$ cat src/rtl/core/clpu_pkg.sv
// ----------------------------------------------------------------------------
// clpu_pkg
// Shared types and constants for the command line path unquoter.
// ----------------------------------------------------------------------------
`default_nettype none

package clpu_pkg;

  // Backslash run saturation and the width of the held count
  localparam int unsigned MAX_RUN = 31;
  localparam int unsigned RUN_W   = $clog2(MAX_RUN + 1);

  localparam int unsigned UNIT_W  = 16;
  localparam int unsigned LIMIT_W = 16;
  localparam int unsigned KIND_W  = 2;
  localparam int unsigned CIDX_W  = 2;

  // Characters with a meaning of their own
  localparam logic [UNIT_W-1:0] CH_TAB    = 16'h0009;
  localparam logic [UNIT_W-1:0] CH_SPACE  = 16'h0020;
  localparam logic [UNIT_W-1:0] CH_BSLASH = 16'h005c;
  localparam logic [UNIT_W-1:0] CH_QUOTE  = 16'h0022;

  // Result kinds
  localparam logic [KIND_W-1:0] KIND_PATH = 2'd0;
  localparam logic [KIND_W-1:0] KIND_ARGS = 2'd1;
  localparam logic [KIND_W-1:0] KIND_END  = 2'd2;

  // Parse phases
  localparam logic [1:0] PH_PATH  = 2'd0;
  localparam logic [1:0] PH_SKIP  = 2'd1;
  localparam logic [1:0] PH_ARGS  = 2'd2;

  // Configuration register indexes
  localparam logic [CIDX_W-1:0] REG_PATH_LIMIT = 2'd0;
  localparam logic [CIDX_W-1:0] REG_ARGS_LIMIT = 2'd1;

  localparam logic [LIMIT_W-1:0] PATH_LIMIT_RST = 16'd260;
  localparam logic [LIMIT_W-1:0] ARGS_LIMIT_RST = 16'd1024;

  // Work handed from the front to the back: a backslash burst, then
  // optionally one character of the given kind.
  typedef struct packed {
    logic [RUN_W-1:0]  bs_count;
    logic              has_char;
    logic [UNIT_W-1:0] char_unit;
    logic [KIND_W-1:0] kind;
  } cmd_t;

endpackage

`default_nettype wire

$ cat src/rtl/core/clpu_front.sv
// ----------------------------------------------------------------------------
// clpu_front
// Classifies each input code unit, tracks quoting, held backslashes and
// parse phase, and turns the unit into a command for the back end.
// ----------------------------------------------------------------------------
`default_nettype none

module clpu_front (
  input  wire logic                         clk,
  input  wire logic                         rst_n,
  input  wire logic                         in_valid,
  output logic                              in_ready,
  input  wire logic [clpu_pkg::UNIT_W-1:0]  in_code_unit,
  input  wire logic                         in_end_of_line,
  input  wire logic                         q_full,
  output logic                              q_push,
  output clpu_pkg::cmd_t                    q_cmd
);

  logic [1:0]                   phase_r, phase_nxt;
  logic                         in_quotes_r, in_quotes_nxt;
  logic [clpu_pkg::RUN_W-1:0]   pend_r, pend_nxt;
  logic                         accept;
  logic                         blank;

  assign in_ready = !q_full;
  assign accept   = in_valid && in_ready;
  assign blank    = (in_code_unit == clpu_pkg::CH_TAB) ||
                    (in_code_unit == clpu_pkg::CH_SPACE);

  // Classification of the current unit
  always_comb begin
    phase_nxt       = phase_r;
    in_quotes_nxt   = in_quotes_r;
    pend_nxt        = pend_r;
    q_cmd.bs_count  = '0;
    q_cmd.has_char  = 1'b0;
    q_cmd.char_unit = in_code_unit;
    q_cmd.kind      = clpu_pkg::KIND_PATH;
    if (in_end_of_line) begin
      q_cmd.bs_count  = (phase_r == clpu_pkg::PH_PATH) ? pend_r : '0;
      q_cmd.has_char  = 1'b1;
      q_cmd.char_unit = '0;
      q_cmd.kind      = clpu_pkg::KIND_END;
      phase_nxt       = clpu_pkg::PH_PATH;
      in_quotes_nxt   = 1'b0;
      pend_nxt        = '0;
    end else begin
      case (phase_r)
        clpu_pkg::PH_PATH: begin
          if (blank && !in_quotes_r) begin
            q_cmd.bs_count = pend_r;
            pend_nxt       = '0;
            phase_nxt      = clpu_pkg::PH_SKIP;
          end else if (in_code_unit == clpu_pkg::CH_BSLASH) begin
            if (pend_r >= clpu_pkg::RUN_W'(clpu_pkg::MAX_RUN)) begin
              pend_nxt = clpu_pkg::RUN_W'(clpu_pkg::MAX_RUN - 1);
            end else begin
              pend_nxt = pend_r + 1'b1;
            end
          end else if (in_code_unit == clpu_pkg::CH_QUOTE) begin
            // half the run is literal; an odd run escapes the quote
            q_cmd.bs_count = pend_r >> 1;
            if (pend_r[0]) begin
              q_cmd.has_char = 1'b1;
            end else begin
              in_quotes_nxt = !in_quotes_r;
            end
            pend_nxt = '0;
          end else begin
            q_cmd.bs_count = pend_r;
            q_cmd.has_char = 1'b1;
            pend_nxt       = '0;
          end
        end
        clpu_pkg::PH_SKIP: begin
          if (!blank) begin
            q_cmd.has_char = 1'b1;
            q_cmd.kind     = clpu_pkg::KIND_ARGS;
            phase_nxt      = clpu_pkg::PH_ARGS;
          end
        end
        default: begin
          q_cmd.has_char = 1'b1;
          q_cmd.kind     = clpu_pkg::KIND_ARGS;
        end
      endcase
    end
  end

  // Only commands that produce something go to the queue
  assign q_push = accept && (q_cmd.has_char || (q_cmd.bs_count != '0));

  always_ff @(posedge clk) begin
    if (!rst_n) begin
      phase_r     <= clpu_pkg::PH_PATH;
      in_quotes_r <= 1'b0;
      pend_r      <= '0;
    end else if (accept) begin
      phase_r     <= phase_nxt;
      in_quotes_r <= in_quotes_nxt;
      pend_r      <= pend_nxt;
    end
  end

endmodule

`default_nettype wire

$ cat src/rtl/core/clpu_queue.sv
// ----------------------------------------------------------------------------
// clpu_queue
// Two-entry command queue between the front and the back end.
// ----------------------------------------------------------------------------
`default_nettype none

module clpu_queue (
  input  wire logic           clk,
  input  wire logic           rst_n,
  input  wire logic           push,
  input  wire clpu_pkg::cmd_t push_cmd,
  output logic                full,
  input  wire logic           pop,
  output logic                pop_valid,
  output clpu_pkg::cmd_t      pop_cmd
);

  clpu_pkg::cmd_t mem_r [2];
  logic           wr_ptr_r, wr_ptr_nxt;
  logic           rd_ptr_r, rd_ptr_nxt;
  logic [1:0]     cnt_r, cnt_nxt;
  logic           do_push, do_pop;

  assign full      = (cnt_r == 2'd2);
  assign pop_valid = (cnt_r != 2'd0);
  assign pop_cmd   = mem_r[rd_ptr_r];
  assign do_push   = push && !full;
  assign do_pop    = pop && pop_valid;

  // Pointer and occupancy update
  always_comb begin
    wr_ptr_nxt = do_push ? !wr_ptr_r : wr_ptr_r;
    rd_ptr_nxt = do_pop ? !rd_ptr_r : rd_ptr_r;
    cnt_nxt    = cnt_r;
    if (do_push && !do_pop) begin
      cnt_nxt = cnt_r + 2'd1;
    end else if (do_pop && !do_push) begin
      cnt_nxt = cnt_r - 2'd1;
    end
  end

  always_ff @(posedge clk) begin
    if (!rst_n) begin
      wr_ptr_r <= 1'b0;
      rd_ptr_r <= 1'b0;
      cnt_r    <= '0;
    end else begin
      wr_ptr_r <= wr_ptr_nxt;
      rd_ptr_r <= rd_ptr_nxt;
      cnt_r    <= cnt_nxt;
    end
  end

  // Storage
  always_ff @(posedge clk) begin
    if (do_push) begin
      mem_r[wr_ptr_r] <= push_cmd;
    end
  end

endmodule

`default_nettype wire

$ cat src/rtl/core/clpu_back.sv
// ----------------------------------------------------------------------------
// clpu_back
// Runs commands one result a cycle unless the output stalls: the backslash
// burst, then the character, with path and argument truncation and last flag.
// ----------------------------------------------------------------------------
`default_nettype none

module clpu_back (
  input  wire logic                          clk,
  input  wire logic                          rst_n,
  input  wire logic [clpu_pkg::LIMIT_W-1:0]  path_limit,
  input  wire logic [clpu_pkg::LIMIT_W-1:0]  args_limit,
  input  wire logic                          q_valid,
  input  wire clpu_pkg::cmd_t                q_cmd,
  output logic                               q_pop,
  output logic                               out_valid,
  input  wire logic                          out_ready,
  output logic [clpu_pkg::UNIT_W-1:0]        out_out_unit,
  output logic [clpu_pkg::KIND_W-1:0]        out_kind,
  output logic                               out_last
);

  // current command
  logic                           busy_r, busy_nxt;
  clpu_pkg::cmd_t                 cmd_r, cmd_nxt;
  // emitted counts for this line
  logic [clpu_pkg::LIMIT_W-1:0]   path_cnt_r, path_cnt_nxt;
  logic [clpu_pkg::LIMIT_W-1:0]   args_cnt_r, args_cnt_nxt;
  // output register
  logic                           ov_r, ov_nxt;
  logic [clpu_pkg::UNIT_W-1:0]    ou_r, ou_nxt;
  logic [clpu_pkg::KIND_W-1:0]    ok_r, ok_nxt;
  logic                           ol_r, ol_nxt;

  logic [clpu_pkg::LIMIT_W-1:0]   path_cap, args_cap;
  logic [clpu_pkg::LIMIT_W-1:0]   path_cnt_inc;
  logic                           path_room, path_room2, args_room;
  logic                           adv;
  logic                           char_ok, char_ok_after;
  logic [clpu_pkg::RUN_W-1:0]     bs_dec;

  assign path_cap     = (path_limit == '0) ? '0 : path_limit - 1'b1;
  assign args_cap     = (args_limit == '0) ? '0 : args_limit - 1'b1;
  assign path_cnt_inc = path_cnt_r + 1'b1;
  assign path_room    = path_cnt_r < path_cap;
  assign path_room2   = path_room && (path_cnt_inc != path_cap);
  assign args_room    = args_cnt_r < args_cap;
  assign adv          = !ov_r || out_ready;
  assign bs_dec       = cmd_r.bs_count - 1'b1;

  // Whether the pending character survives truncation, now or after one
  // more path backslash
  always_comb begin
    case (cmd_r.kind)
      clpu_pkg::KIND_PATH: begin
        char_ok       = cmd_r.has_char && path_room;
        char_ok_after = cmd_r.has_char && path_room2;
      end
      clpu_pkg::KIND_ARGS: begin
        char_ok       = cmd_r.has_char && args_room;
        char_ok_after = char_ok;
      end
      default: begin
        char_ok       = cmd_r.has_char;
        char_ok_after = cmd_r.has_char;
      end
    endcase
  end

  // Command sequencing and result generation
  always_comb begin
    busy_nxt     = busy_r;
    cmd_nxt      = cmd_r;
    path_cnt_nxt = path_cnt_r;
    args_cnt_nxt = args_cnt_r;
    ov_nxt       = adv ? 1'b0 : ov_r;
    ou_nxt       = ou_r;
    ok_nxt       = ok_r;
    ol_nxt       = ol_r;
    q_pop        = 1'b0;
    if (!busy_r) begin
      if (q_valid) begin
        q_pop    = 1'b1;
        cmd_nxt  = q_cmd;
        busy_nxt = 1'b1;
      end
    end else if (adv) begin
      if ((cmd_r.bs_count != '0) && path_room) begin
        // one backslash of the burst
        ov_nxt         = 1'b1;
        ou_nxt         = clpu_pkg::CH_BSLASH;
        ok_nxt         = clpu_pkg::KIND_PATH;
        path_cnt_nxt   = path_cnt_inc;
        cmd_nxt.bs_count = bs_dec;
        ol_nxt         = ((bs_dec == '0) || !path_room2) && !char_ok_after;
        if (ol_nxt) begin
          busy_nxt = 1'b0;
        end
      end else begin
        // burst done or truncated: the character, if it survives
        cmd_nxt.bs_count = '0;
        busy_nxt         = 1'b0;
        if (char_ok) begin
          ov_nxt = 1'b1;
          ou_nxt = cmd_r.char_unit;
          ok_nxt = cmd_r.kind;
          ol_nxt = 1'b1;
          case (cmd_r.kind)
            clpu_pkg::KIND_PATH: path_cnt_nxt = path_cnt_inc;
            clpu_pkg::KIND_ARGS: args_cnt_nxt = args_cnt_r + 1'b1;
            default: begin
              path_cnt_nxt = '0;
              args_cnt_nxt = '0;
            end
          endcase
        end
      end
    end
  end

  always_ff @(posedge clk) begin
    if (!rst_n) begin
      busy_r     <= 1'b0;
      path_cnt_r <= '0;
      args_cnt_r <= '0;
      ov_r       <= 1'b0;
    end else begin
      busy_r     <= busy_nxt;
      path_cnt_r <= path_cnt_nxt;
      args_cnt_r <= args_cnt_nxt;
      ov_r       <= ov_nxt;
    end
  end

  always_ff @(posedge clk) begin
    cmd_r <= cmd_nxt;
    ou_r  <= ou_nxt;
    ok_r  <= ok_nxt;
    ol_r  <= ol_nxt;
  end

  assign out_valid    = ov_r;
  assign out_out_unit = ou_r;
  assign out_kind     = ok_r;
  assign out_last     = ol_r;

endmodule

`default_nettype wire

$ cat src/rtl/core/command_line_path_unquoter_unit.sv
// A result passes through the command queue, the back end's command register and its output register.
// Throughput: the back end emits one result per cycle unless out_ready holds it off,
//   and loads each command before working on it, taking none until the last is done.
// The front takes one input per cycle while the two-entry command queue has room.
// Reset (synchronous, rst_n low) clears parse state, counts and the queue and sets
//   path_limit to 260 and args_limit to 1024.
// ----------------------------------------------------------------------------
// command_line_path_unquoter_unit
// Splits a UTF-16 command line into the unquoted program path and the
// argument text, with per-part truncation.
// ----------------------------------------------------------------------------
`default_nettype none

module command_line_path_unquoter_unit (
  input  wire logic                          clk,
  input  wire logic                          rst_n,
  input  wire logic                          cfg_valid,
  output logic                               cfg_ready,
  input  wire logic [clpu_pkg::CIDX_W-1:0]   cfg_index,
  input  wire logic [clpu_pkg::LIMIT_W-1:0]  cfg_data,
  input  wire logic                          in_valid,
  output logic                               in_ready,
  input  wire logic [clpu_pkg::UNIT_W-1:0]   in_code_unit,
  input  wire logic                          in_end_of_line,
  output logic                               out_valid,
  input  wire logic                          out_ready,
  output logic [clpu_pkg::UNIT_W-1:0]        out_out_unit,
  output logic [clpu_pkg::KIND_W-1:0]        out_kind,
  output logic                               out_last
);

  logic [clpu_pkg::LIMIT_W-1:0] path_limit_r;
  logic [clpu_pkg::LIMIT_W-1:0] args_limit_r;
  logic                         q_full, q_push, q_pop, q_valid;
  clpu_pkg::cmd_t               push_cmd, pop_cmd;

  // Configuration registers
  assign cfg_ready = 1'b1;

  always_ff @(posedge clk) begin
    if (!rst_n) begin
      path_limit_r <= clpu_pkg::PATH_LIMIT_RST;
      args_limit_r <= clpu_pkg::ARGS_LIMIT_RST;
    end else if (cfg_valid) begin
      if (cfg_index == clpu_pkg::REG_PATH_LIMIT) begin
        path_limit_r <= cfg_data;
      end else if (cfg_index == clpu_pkg::REG_ARGS_LIMIT) begin
        args_limit_r <= cfg_data;
      end
    end
  end

  clpu_front u_front (
    .clk            (clk),
    .rst_n          (rst_n),
    .in_valid       (in_valid),
    .in_ready       (in_ready),
    .in_code_unit   (in_code_unit),
    .in_end_of_line (in_end_of_line),
    .q_full         (q_full),
    .q_push         (q_push),
    .q_cmd          (push_cmd)
  );

  clpu_queue u_queue (
    .clk       (clk),
    .rst_n     (rst_n),
    .push      (q_push),
    .push_cmd  (push_cmd),
    .full      (q_full),
    .pop       (q_pop),
    .pop_valid (q_valid),
    .pop_cmd   (pop_cmd)
  );

  clpu_back u_back (
    .clk          (clk),
    .rst_n        (rst_n),
    .path_limit   (path_limit_r),
    .args_limit   (args_limit_r),
    .q_valid      (q_valid),
    .q_cmd        (pop_cmd),
    .q_pop        (q_pop),
    .out_valid    (out_valid),
    .out_ready    (out_ready),
    .out_out_unit (out_out_unit),
    .out_kind     (out_kind),
    .out_last     (out_last)
  );

endmodule

`default_nettype wire

$ cat config.mk
export PLATFORM = sky130hd
export DESIGN_NAME = command_line_path_unquoter_unit
export DESIGN_NICKNAME = d
export VERILOG_FILES = /design/src/rtl/core/clpu_pkg.sv /design/src/rtl/core/clpu_front.sv /design/src/rtl/core/clpu_queue.sv /design/src/rtl/core/clpu_back.sv /design/src/rtl/core/command_line_path_unquoter_unit.sv
export SDC_FILE = /design/constraint.sdc
export NUM_CORES = 1
export LEC_CHECK = 0
export ABC_AREA = 1
export BUFFER_PORTS_ARGS = -buffer_cell sky130_fd_sc_hd__buf_2
export CORE_AREA = 8 8 142 144
export CTS_BUF_LIST = sky130_fd_sc_hd__clkbuf_16
export DETAILED_ROUTE_END_ITERATION = 10
export DIE_AREA = 0 0 150 152
export GPL_TIMING_DRIVEN = 0
export PLACE_DENSITY = 0.73
export SYNTH_ARGS = -nofsm -noshare
export SYNTH_HDL_FRONTEND = slang
export SYNTH_SLANG_ARGS = --single-unit
$ cat constraint.sdc
create_clock -name clk -period 10.9 [get_ports clk]
set_input_delay 0.545 -clock clk [delete_from_list [all_inputs] [get_ports clk]]
set_output_delay 0.545 -clock clk [all_outputs]
set_load 0.05 [all_outputs]
* Yosys cells after proc, flatten, opt, wreduce, memory -nomap -nowiden
Memories as Yosys holds them, arrays and structs flattened. A register that Yosys moved wholly into a read port is not among the register bits.
Cells that the tools add are included.
** Operators by class
- Equal/unequal tests :: 16
- Bitwise operators :: 4
- Reductions and logical operators :: 51
- Add/sub/neg operators :: 8
- Magnitude comparators :: 3
- Multiplexer cells :: 62
** Operator list (number)
- $mux W16 :: 6
- $pmux W16 S2 :: 2
- $mux W5 :: 11
- $add A16 B1 Y16 const B :: 2
- $eq A16 B6 Y1 const B :: 2
- $logic_not A16 Y1 :: 2
- $lt A16 B16 Y1 :: 2
- $sub A16 B1 Y16 const B :: 2
- $mux W1 :: 27
- $mux W24 :: 1
- $mux W6 :: 3
- $eq A16 B4 Y1 const B :: 1
- $eq A16 B7 Y1 const B :: 1
- $ne A16 B16 Y1 :: 1
- $mux W2 :: 7
- $logic_and A1 B1 Y1 :: 13
- $reduce_bool A2 Y1 :: 6
- $reduce_bool A5 Y1 :: 2
- $logic_not A1 Y1 :: 9
- $ne A2 B2 Y1 const B :: 4
- $pmux W2 S2 :: 2
- $reduce_and A2 Y1 :: 4
- $reduce_and A4 Y1 :: 2
- $eq A2 B1 Y1 const B :: 3
- 17 further kinds :: 29
** Storage, ports and cells
- Logic and storage cells :: 164
- Memories :: 1
- Output and inout port bits :: 22
- Memory bits (writable) :: 48
- Flip-flop bits (word level) :: 121
** Memories
- u_queue.mem_r :: depth 2, bits a word 24, read ports 1, clocked after memory_dff 1, wr ports 1, line clpu_queue.sv:18 : clpu_pkg::cmd_t mem_r [2];

* Longest topological paths before layout
- Depth after elaboration :: 14
- Gate-level depth with buffers :: 23
- Depth with buffers taken out :: 23

* By module
From an unflattened synthesis, not the netlist that was laid out.
** Second synthesis, totals
- Cell total of the unflattened synthesis :: 1345
- Area, all modules :: 10338.7 µm²
** Modules (own cells, without submodules)
- clpu_back :: cells an instance 840, area an instance 5873.1 µm², sequential area each 1971.9 µm², instances 1
- clpu_queue :: cells an instance 112, area an instance 2083.2 µm², sequential area each 1541.5 µm², instances 1
- command_line_path_unquoter_unit :: cells an instance 205, area an instance 1373.8 µm², sequential area each 640.6 µm², instances 1
- clpu_front :: cells an instance 188, area an instance 1008.5 µm², sequential area each 160.2 µm², instances 1

* Worst setup path after synthesis
Ideal clock, no wire load.
- Path kind :: reg2reg
- From :: register args_limit_r[2] (netlist bit)
- To :: register u_back.ok_r (netlist bit u_back.out_kind[0]), enable pin
- Data required time :: 10.526 ns
- Buffers on the path :: 1
- Setup slack :: 7.358 ns
- Cell stages (with the launch flop) :: 21
- Data arrival time :: 3.168 ns
- Clock period less this slack :: 3.542 ns
- Setup time :: 0.374 ns
- Cells stage by stage :: dfxtp_1 > inv_1 > nand3_1 > nor3_1 > nand2_1 > inv_1 > nand2_1 > inv_1 > nand2_1 > nor3_1 > xor2_1 > nand2_1 > ha_1 > nand2_1 > o21ai_0 > a2111oi_2 > nand3_4 > nand4_4 > buf_2 > nand2_1 > inv_1
** Between the ends
- Longest elaborated chain between the ends :: 7
- Elaborated cells between the ends (all ways) :: 8
- Those cells by class :: 1 x add/sub; 1 x order compare; 2 x mux; 4 x reduce/logical
** Ends and longest elaborated chain
- start, declared :: line command_line_path_unquoter_unit.sv:33 : logic [clpu_pkg::LIMIT_W-1:0] args_limit_r;
- start signal, assigned :: line command_line_path_unquoter_unit.sv:43 : args_limit_r <= clpu_pkg::ARGS_LIMIT_RST;
- start signal, assigned :: line command_line_path_unquoter_unit.sv:48 : args_limit_r <= cfg_data;
- $sub A16 B1 Y16 or $logic_not A16 Y1 (tied branches) :: line clpu_back.sv:43 : assign args_cap = (args_limit == '0) ? '0 : args_limit - 1'b1;
- $mux W16 * :: line clpu_back.sv:43
- $lt A16 B16 Y1 * :: line clpu_back.sv:47 : assign args_room = args_cnt_r < args_cap;
- $logic_and A1 B1 Y1 * :: line clpu_back.sv:60 : char_ok = cmd_r.has_char && args_room;
- $pmux W1 S2 * :: line clpu_back.sv:54 : case (cmd_r.kind)
- $reduce_bool A2 Y1 (no line) *
- $reduce_and A3 Y1 (no line) *
- end signal, assigned :: line clpu_back.sv:138 : ok_r <= ok_nxt;
- end, declared :: line clpu_back.sv:32 : logic [clpu_pkg::KIND_W-1:0] ok_r, ok_nxt;
Mark *: on every way between the ends. The rest lies on a longest branch, timed or not.
A chain may end at the register's enable or synchronous reset.

* Worst setup path in the final report
- From :: register args_limit_r[0] (netlist bit)
- To :: register u_back.ou_r (netlist bit u_back.out_out_unit[13]), enable pin
** Between the ends
- Longest elaborated chain between the ends :: 7
- Elaborated cells between the ends (all ways) :: 8
- Those cells by class :: 1 x add/sub; 1 x order compare; 2 x mux; 4 x reduce/logical
** Ends and longest elaborated chain
- $sub A16 B1 Y16 or $logic_not A16 Y1 (tied branches) :: line clpu_back.sv:43
- $mux W16 * :: line clpu_back.sv:43
- $lt A16 B16 Y1 * :: line clpu_back.sv:47
- $logic_and A1 B1 Y1 * :: line clpu_back.sv:60
- $pmux W1 S2 * :: line clpu_back.sv:54
- $reduce_bool A2 Y1 (no line) *
- $reduce_and A3 Y1 (no line) *
- end signal, assigned :: line clpu_back.sv:137 : ou_r <= ou_nxt;
- end, declared :: line clpu_back.sv:31 : logic [clpu_pkg::UNIT_W-1:0] ou_r, ou_nxt;
Marks and branches as above.

==> results.sh <==
export IMPL_dieArea_sq_um=22800
export IMPL_critPathCaptureType="flop"
export IMPL_sw_frac_of_total_pct=41.5
export IMPL_wirelength_um=23400
export IMPL_drc=0
export IMPL_critical_path_max_stage_delay_ps=600
export IMPL_status="completed"
export IMPL_syn_to_final_growth_pct=12.7
export IMPL_path_max_fanout=19
export IMPL_grtUsageMet3_pct=3.80
export IMPL_clk_latency_ps=430
export IMPL_grt_busiest_layer="met2"
export IMPL_grt_met2_usage_pct=33.5
export IMPL_drive_above_1_share_pct=13.6
export IMPL_synth_nets=1307
export IMPL_fp_coreArea_sq_um=17800
export IMPL_cp_start_kind="flop"
export IMPL_rr_worst_depth=20
export IMPL_yosysSeqAreaShare_pct=44.4
export IMPL_finish_instance_area_sq_um=11000
export IMPL_grtUsageTotal_pct=20.8
export IMPL_cpMaxStageDelayCell="inv_1"
export IMPL_crit_family="simple AND/OR/NAND/NOR gates"
export IMPL_initial_core_util_pct=54.7
export IMPL_fin_ws_ps=6690
export IMPL_hold_start="cfg_data[10]"
export IMPL_cts_resized=0
export IMPL_grt_pass1_wl_um=38400
export IMPL_whs_endpoint="args_limit_r[10]$_SDFFE_PN1P_"
export IMPL_clkPwrFrac_pct=23.9
export IMPL_regArea_sq_um=4310
export IMPL_multi_input_area_sq_um=4580
export IMPL_rsz0062_at_grt="false"
export IMPL_first_iter_violations=656
export IMPL_placedCellCount=1517
export IMPL_min_path_type="in2reg"
export IMPL_fin_setup_tns_ps=0
export IMPL_clock_sinks=170
export IMPL_postSynthAreaPerCell_sq_um=7.93
export IMPL_viasPerCell=5.34
export IMPL_clock_skew_ps=9.41
export IMPL_peakVddDrop_v=0.000163
export IMPL_wl_per_cell_um=15.1
export IMPL_synth_cell_area_sq_um=9720
export IMPL_drtPass1Iterations=5
export IMPL_grt_ovfl_total=0
export IMPL_setup_viol=0
export IMPL_place_area_sq_um=10400
export IMPL_holdWs_ps=348
export IMPL_ys_ff_latch=170
export IMPL_num_vias=8265
export IMPL_r2r_end="u_back.out_out_unit[13]$_SDFFCE_PP0P_"
export IMPL_arrival_ps=4270
export IMPL_clk_pin_slew_ps=70
export IMPL_num_antenna_cells=0
export IMPL_gp_congestion=0.934
export IMPL_critPathBufInv=5
export IMPL_fill_cells=1555
export IMPL_syn_inst=1226
export IMPL_cts_max_level=4
export IMPL_critPathRequiredTime_ps=10960
export IMPL_finalCriticalPeriod_ps=4210
export IMPL_yosys_warnings=0
export IMPL_r2r_slack_ps=6690
export IMPL_finish_utilization_pct=61.7
export IMPL_cts_hold_buf=0
export IMPL_switchingPower_mw=1.09
export IMPL_hold_violations=0
export IMPL_p_int_mw=1.54
export IMPL_place_ws_ps=6690
export IMPL_grt_max_degree=25
export IMPL_pwr_share_seq_pct=36.1
export IMPL_critPathKind="reg2reg"
export IMPL_stdcell_count=1549
export IMPL_yosysUniqueCellTypes=48
export IMPL_power_per_cell_area_nw_per_um2=240
export IMPL_r2r_start="args_limit_r[0]$_SDFFE_PN0P_"
export IMPL_die_height_um=152
export IMPL_io_buffers=60
export IMPL_relSlewSlack_pct=31.7
export IMPL_worstMarginPinSlew_ps=1020
export IMPL_power_mw=2.63
export IMPL_cap_viol_max_count=0
export IMPL_post_cts_buffers=0
export IMPL_crit_chain="inv_1 -> nand3_1 -> nor3_1 -> nand2_1 -> inv_1 -> nand2_1 -> inv_1 -> nand2_1 -> nor3_1 -> xor2_1 -> nand2_1 -> ha_1 -> nand2_1 -> o21ai_0 -> a2111oi_2 -> nand3_4 -> nand4_4 -> buf_2 -> nand2_1 -> inv_1"
export IMPL_final_antenna_net_count=0
export IMPL_drv_slew=0
export IMPL_max_freq_mhz=237
export IMPL_grt_pass1_vias=7821
export IMPL_die_w_um=150
export IMPL_hpwlAfterDp_um=17700
export IMPL_antenna_found_initial=0
export IMPL_rows=49
export IMPL_use_met1_pct=28.0
export IMPL_p_leak_nw=4.87
export IMPL_worstSetupStartpoint="args_limit_r[0]$_SDFFE_PN0P_"
export IMPL_cts_root_buf="clkbuf_16"
export IMPL_cp_common_cell="nand2_1"
export IMPL_numCtsBuffers=17
export IMPL_power_frac_comb_pct=39.9
export IMPL_fin_crit_sh_pct=38.6
export IMPL_fin_nets=1388
export IMPL_whs_path_depth=3
export IMPL_ctsLongestPathBuffers=2
export IMPL_ioPinCount=62
export IMPL_cts_tree="built"
## per-layer routing
layer	vias up	routed length [um]
met2	202	11200
met5	-	0
li1	4204	-
met1	3827	10700
met3	32	1190
met4	0	358
## cell families after synthesis
family                     synth area share, %
AOI/OAI and AO/OA                         8.24
xor gates and xnor gates                  2.97
other                                   0.0386
DFF                                       44.4
adders and majority gates                 5.28
and+or+nand+nor                           27.8
muxes                                     2.72
buffers and inverters                     8.57
## final cells by class
class	instances	share of cell area, %
flip-flops and latches	170	39.4
repair buffers	62	3.13
clock inverters	15	1.63
well taps	229	2.61
inverters	175	5.99
multi-input cells	845	41.8
clock buffers	17	3.88
plain buffers	36	1.61
## tightest hold or removal path: stages
cell,delay [ps]
buf_2,100
nand2_1,50
nand3_1,50
## Yosys cell counts, drive strengths merged
| cell type | count | area share [%] |
|---|---|---|
| nand4 | 46 | 3.1 |
| inv | 173 | 6.7 |
| nor4 | 7 | 0.45 |
| nor2 | 156 | 6.5 |
| xnor2 | 4 | 0.36 |
| o211ai | 2 | 0.15 |
| o31ai | 1 | 0.077 |
| or2 | 6 | 0.39 |
| nor3 | 19 | 0.98 |
| and3 | 1 | 0.064 |
| nand3 | 77 | 4.5 |
| a21oi | 76 | 4.3 |
| mux2 | 19 | 2.2 |
| clkbuf | 21 | 0.81 |
| clkinv | 2 | 0.077 |
| a22oi | 1 | 0.077 |
| mux2i | 5 | 0.51 |
| edfxtp | 91 | 28 |
| nand2 | 291 | 12 |
| buf | 15 | 1.0 |
| and2 | 1 | 0.064 |
| o21ai | 49 | 2.5 |
| conb | 1 | 0.039 |
| dfxtp | 79 | 16 |
| xor2 | 29 | 2.6 |
| a2111oi | 2 | 0.24 |
| a211oi | 2 | 0.15 |
| o22ai | 1 | 0.064 |
| ha | 41 | 5.3 |
| a21boi | 1 | 0.077 |
| o32ai | 4 | 0.36 |
| a21o | 1 | 0.077 |
| a31oi | 2 | 0.13 |
## power groups by stage
stage | Clock [mW] | Sequential (mW) | Combinational, mW
after detailed placement | 0 | 0.963 | 1.04
after global placement | 0 | 0.958 | 0.998
final | 0.629 | 0.950 | 1.05
after CTS | 0.635 | 0.950 | 1.05
after global routing | 0.661 | 0.965 | 1.17
after floorplan | 0 | 1.04 | 0.677
## state kept, by name, indices dropped and copies added, names as in the netlist, 2 cells and up, named ones only
signal and count:
args_limit_r 16, path_limit_r 16, u_back.args_cnt_r 16, u_back.cmd_r 24, u_back.out_kind 2, u_back.out_out_unit 16
u_back.path_cnt_r 16, u_front.pend_r 5, u_front.phase_r 2, u_queue.cnt_r 2, u_queue.mem_r 48
## worst max path at each step
stage	to	slack, ps	depth (start not counted)
final	u_back.out_out_unit[13]$_SDFFCE_PP0P_	6690	20
after CTS	u_back.out_out_unit[15]$_SDFFCE_PP0P_	6670	20
after floorplan	u_back.out_kind[0]$_SDFFCE_PP0P_	7360	20
after global placement	u_back.out_out_unit[9]$_SDFFCE_PP0P_	6770	20
after global routing	u_back.out_out_unit[13]$_SDFFCE_PP0P_	6320	20
after detailed placement	u_back.out_out_unit[9]$_SDFFCE_PP0P_	6690	20
## layout by cell type, fill, tap and decap left out, types with 4 or more instances in the layout
cell	count
nand2_1	273
inv_1	171
nor2_1	143
edfxtp_1	91
dfxtp_1	79
nand3_1	71
a21oi_1	66
buf_2	65
o21ai_0	47
nand4_1	45
ha_1	41
xor2_1	29
clkbuf_1	21
nor3_1	19
mux2_2	19
clkbuf_16	17
nand2_2	16
nor2_2	10
a21oi_2	10
nor4_1	7
inv_6	7
or2_2	6
buf_1	5
mux2i_1	5
o32ai_1	4
xnor2_1	4
Power figures use the tool's default switching activity.
